<file path="config.mk">
export PLATFORM = sky130hd
export DESIGN_NAME = ica_ctrl
export DESIGN_NICKNAME = d
export VERILOG_FILES = /design/src/rtl/ica_pkg.sv /design/src/rtl/ica_ctrl.sv
export SDC_FILE = /design/constraint.sdc
export NUM_CORES = 1
export LEC_CHECK = 0
export ABC_AREA = 1
export BUFFER_PORTS_ARGS = -buffer_cell sky130_fd_sc_hd__buf_2
export CORE_AREA = 2 2 39 41
export DETAILED_ROUTE_END_ITERATION = 7
export DIE_AREA = 0 0 41 43
export GPL_TIMING_DRIVEN = 0
export PLACE_DENSITY = 0.34
export SKIP_LAST_GASP = 1
export SYNTH_ARGS = -nofsm -noshare
export SYNTH_HDL_FRONTEND = slang
export SYNTH_SLANG_ARGS = --single-unit
</file>
<file path="constraint.sdc">
create_clock -name clk -period 1.1 [get_ports clk]
set_clock_uncertainty 0.05 [all_clocks]
set_input_delay 0.33 -clock clk [delete_from_list [all_inputs] [get_ports clk]]
set_output_delay 0.33 -clock clk [all_outputs]
set_load 0.01 [all_outputs]
</file>
<file path="src/rtl/ica_pkg.sv">
// Shared types and constants for the image column average block.
// Holds field widths, register indexes, the controller state type and the
// command and status structs that join the controller to the datapath.
package ica_pkg;

    localparam int SAMPLE_W    = 16;
    localparam int AVG_W       = 16;
    localparam int COL_IDX_W   = 13;
    localparam int SUM_W       = 28;
    localparam int WIDTH_W     = 14;
    localparam int EPP_W       = 3;
    localparam int LCNT_W      = 13;
    localparam int LEN_W       = 17;
    localparam int CFG_DATA_W  = 14;
    localparam int CFG_IDX_W   = 2;
    localparam int DIV_CNT_W   = $clog2(SUM_W);
    localparam int OUT_DATA_W  = 32;

    localparam int DEF_MAX_LINE  = 8192;
    localparam int DEF_MAX_LINES = 4096;

    localparam logic [CFG_IDX_W-1:0] REG_WIDTH_PIXELS       = 2'd0;
    localparam logic [CFG_IDX_W-1:0] REG_ELEMENTS_PER_PIXEL = 2'd1;
    localparam logic [CFG_IDX_W-1:0] REG_LINE_COUNT         = 2'd2;

    typedef enum logic [1:0] {
        ST_IDLE,
        ST_UPDATE,
        ST_DIVIDE,
        ST_EMIT
    } ica_state_t;

    typedef struct packed {
        logic accept;
        logic update;
        logic div_start;
        logic emit;
    } ica_cmd_t;

    typedef struct packed {
        logic cfg_bad;
        logic last_line;
        logic div_done;
        logic div_busy;
        logic out_free;
    } ica_status_t;

endpackage

</file>
<file path="src/rtl/ica_ctrl.sv">
// Controller state machine: sequences accept, sum update, divide and emit.
// Depends on ica_pkg for the state type and the command and status structs.
module ica_ctrl
    import ica_pkg::*;
(
    input  logic        clk,
    input  logic        rst_n,
    input  logic        s_tvalid,
    output logic        s_tready,
    input  ica_status_t status,
    output ica_cmd_t    cmd
);

    ica_state_t state_reg, state_next;

    always_ff @(posedge clk or negedge rst_n)
    begin
        if (!rst_n)
        begin
            state_reg <= ST_IDLE;
        end
        else
        begin
            state_reg <= state_next;
        end
    end

    always_comb
    begin
        state_next = state_reg;
        unique case (state_reg)
            ST_IDLE:
            begin
                if (s_tvalid)
                begin
                    state_next = status.cfg_bad ? ST_EMIT : ST_UPDATE;
                end
            end
            ST_UPDATE:
            begin
                state_next = status.last_line ? ST_DIVIDE : ST_IDLE;
            end
            ST_DIVIDE:
            begin
                if (status.div_done)
                begin
                    state_next = ST_EMIT;
                end
            end
            ST_EMIT:
            begin
                if (status.out_free)
                begin
                    state_next = ST_IDLE;
                end
            end
            default: state_next = ST_IDLE;
        endcase
    end

    always_comb
    begin
        s_tready      = 1'b0;
        cmd           = '0;
        unique case (state_reg)
            ST_IDLE:
            begin
                s_tready   = 1'b1;
                cmd.accept = s_tvalid;
            end
            ST_UPDATE:
            begin
                cmd.update    = 1'b1;
                cmd.div_start = status.last_line;
            end
            ST_DIVIDE:
            begin
            end
            ST_EMIT:
            begin
                cmd.emit = status.out_free;
            end
            default:
            begin
            end
        endcase
    end

endmodule
</file>
==> results by group <==
Synth
  – Sequential share of the synthesized area: 34.19%
  – Yosys warnings: 0
  – Syn_nets: 31
  – Cell count after synthesis: 23
  – Post-Synthesis Cell Area: 146.4 um^2
  – Area share of the leading cell type in the synthesized netlist: 34.19%
  – Distinct cell type count of the synthesized netlist: 12
  – Cell type with the highest aggregate area in the netlist: sky130_fd_sc_hd__dfrtp_1
  – Post-Synthesis Mean Instance Area: 6.365 um^2
  – Count of state elements after synthesis: 2
  – Area contributors post-synth: sky130_fd_sc_hd__dfrtp_1, sky130_fd_sc_hd__nand2_1, sky130_fd_sc_hd__inv_1

Setup path
  – Critical setup path kind: reg2out
  – Worst path max stage delay: ~0.44 ns
  – Arrival time reported for the critical path endpoint: 1.03 ns
  – CP Cell Sequence: nor2_4, nand2_2, inv_1, buf_2
  – Standard cell with the maximum stage delay on the critical path: sky130_fd_sc_hd__dfrtp_2
  – Category of the worst setup path capture point: output port
  – Required arrival time at the worst endpoint: 0.72 ns
  – Highest net fanout along the worst path: 5
  – Worst-case register-to-register setup slack: 0 ns
  – Launching element type of the critical path: flip-flop

Drt
  – 1st-pass router iterations: 2
  – DRC errors left: 0
  – DR WL/cell: around 7.7 um
  – Via-per-instance ratio: 3.517
  – Remaining antenna violation count: 0
  – Routed wire length: between 400 and 500 um
  – Vias post-DR: between 200 and 250
  – Number of DRC violations after detailed-routing iteration 0: 3

Floorplanning
  – Chip Height: 43 um
  – Die width: 41 um
  – Die Footprint: 1763 um^2
  – Core Box Area: between 1000 and 1500 um^2
  – Number of cell rows: 14
  – Effective utilization at floorplan: 10.58%
  – Number of ports placed on the die boundary: 13

Place
  – Port buffer count: 11
  – Post-detailed-placement half-perimeter wirelength: 315.2 um
  – Weighted congestion at the end of routability-driven global placement: approximately 0.71
  – Dpl cells: 50
  – Worst slack after detailed placement: -0.09562 ns

Timing
  – Final Setup Violations: 6
  – Final number of hold-violating endpoints: 0
  – Highest Clock Rate: 710.6 MHz
  – Shortest clock period the worst path allows after layout: between 1 and 1.5 ns
  – RSZ-0062 raised after global routing: true
  – Final critical-path share of the clock period: 127.9%
  – Pin slew with the least headroom to its limit: 0.1449 ns
  – Relative slew slack: 90.24%
  – Setup TNS: -1.421 ns
  – Slack of the critical path: -0.3072 ns
  – Max-slew violations: 0
  – Final Hold Slack: approximately 0.33 ns

Power and ir drop
  – Pleak: 0.1857 nW
  – Worst supply voltage drop on vdd: 0.8233 mV
  – Total power per unit cell area: ~2500 nW/um^2

Hold path
  – HP Class: in2reg

Global routing
  – Antenna violations before repair: 0
  – Wire length of the first global-routing pass: between 700 and 800 um
  – Global-route usage over all layers: about 6%
  – Pin count of the biggest net entering global routing: 7
  – Via count of the first global-routing pass: between 150 and 200
  – Total gr overflow: 0

Clocking
  – CTS Buf Count: 3
  – Clk Tree Root Cell: sky130_fd_sc_hd__clkbuf_4
  – Htree depth: 1
  – Reg clk slew, reported paths: 0.03 ns
  – Latest clock arrival within the worst-skew pair: 0.23 ns
  – Clk buf depth: 2
  – CTS tree: done
  – Clock tree sinks: 2

Cells and area
  – Area added between synthesis and finish: 123.1%
  – Antenna cell count: 0
  – Flip-flop count of the largest register, all copies and words added: 2
  – Total area of sequential cells: 52.55 um^2
  – Final-layout fill cell count: 162
  – Total Nets Final: between 50 and 60
  – Share of cells above drive strength 1: between 60% and 70%
  – Area taken by multi-input logic gates: 88.84 um^2
  – Final cell count without fillers: 60

Outcome
  – Violated checks: negative setup slack
  – Status: finished, violations left

Job
  – Total of max-cap violations: 0
[Yosys cell counts]
master                     instances
sky130_fd_sc_hd__nand3_2           1
sky130_fd_sc_hd__nand2_1           7
sky130_fd_sc_hd__nor3_1            1
sky130_fd_sc_hd__o211ai_1          1
sky130_fd_sc_hd__o21ai_0           1
sky130_fd_sc_hd__nor2_1            1
sky130_fd_sc_hd__o21ai_1           1
sky130_fd_sc_hd__nand3_1           1
sky130_fd_sc_hd__inv_1             4
sky130_fd_sc_hd__dfrtp_1           2
sky130_fd_sc_hd__nor2_2            1
sky130_fd_sc_hd__inv_2             2
[power breakdown]
group | internal (W) | switching, W | total, W | leakage, nW
registers | 0.000119 | 0.0000748 | 0.000193 | 0.0213
clock network | 0.000121 | 0.0000470 | 0.000168 | 0.0138
logic | 0.000235 | 0.000206 | 0.000440 | 0.151
total | 0.000474 | 0.000328 | 0.000802 | 0.186
[critical path: cells and delay by family, from the launching register on]
| kind | cells | cell delay, ns |
|---|---|---|
| and+or+nand+nor | 2 | 0.20 |
| buffers and inverters | 2 | 0.15 |
| DFF | 1 | 0.44 |
[layer usage]
metal | track usage [%] | routed length (um) | up-vias
met2 | 7.500 | 208 | 8
met4 | 4.000 | 0 | 0
met5 | 0 | 0 | -
li1 | - | - | 112
met1 | 8.333 | 215 | 91
met3 | 2.094 | 37 | 0
[repair_timing]
action,CTS,global route
setup buffers,3,4
cloned,0,0
pin swaps,4,6
gates resized for setup,1,4
endpoints found under the setup margin,5,6
endpoints found under the hold margin,2,0
hold buffers,1,0
[final cells by class]
cell class / count / area share [%]
multi-input cells: 15 / 27.20
flip-flops and latches: 2 / 16.09
inverters: 6 / 6.897
clock buffers: 3 / 6.897
repair buffers: 18 / 36.78
well taps: 16 / 6.130
[placed cells by master (no fill, tap or decap), drive strengths merged]
master | Yosys | final
nor2 | 2 | 2
nand2 | 7 | 7
buf | 0 | 17
nor3 | 1 | 1
clkbuf | 0 | 3
inv | 6 | 6
dlygate4sd3 | 0 | 1
o21ai | 2 | 2
nand3 | 2 | 2
o211ai | 1 | 1
dfrtp | 2 | 2
[cells by family (layout without fill, tap and decap cells)]
group / after synthesis / in the layout / synth area share [%]
flip-flops: 2 / 2 / 34.19
AND/OR/NAND/NOR: 12 / 12 / 38.46
buffers and inverters: 6 / 27 / 15.38
AO/OA/AOI/OAI: 3 / 3 / 11.96
[path summary, 6_finish.rpt]
check / start / cells past startpoint / to
worst max-delay path: state_reg[0]$_DFFE_PN0P_ / 4 / cmd[3]
worst min-delay path: status[2] / 3 / state_reg[0]$_DFFE_PN0P_
worst max register to register: state_reg[0]$_DFFE_PN0P_ / 5 / state_reg[0]$_DFFE_PN0P_
worst min register to register: state_reg[1]$_DFFE_PN0P_ / 2 / state_reg[1]$_DFFE_PN0P_
max in group asynchronous: rst_n / 2 / state_reg[0]$_DFFE_PN0P_
min in group asynchronous: rst_n / 2 / state_reg[1]$_DFFE_PN0P_
[stage by stage]
stage               utilization [%]  area (um^2)  power (W)
floorplan                         -        158.9  0.0003874
global placement              16.91        234.0  0.0005059
detailed placement            16.91        234.0  0.0004958
CTS                           21.07        291.5  0.0007325
global route                  23.60        326.6  0.0008876
finish                        23.60        326.6  0.0008016
Note: power is estimated with default switching activity, not from simulation.
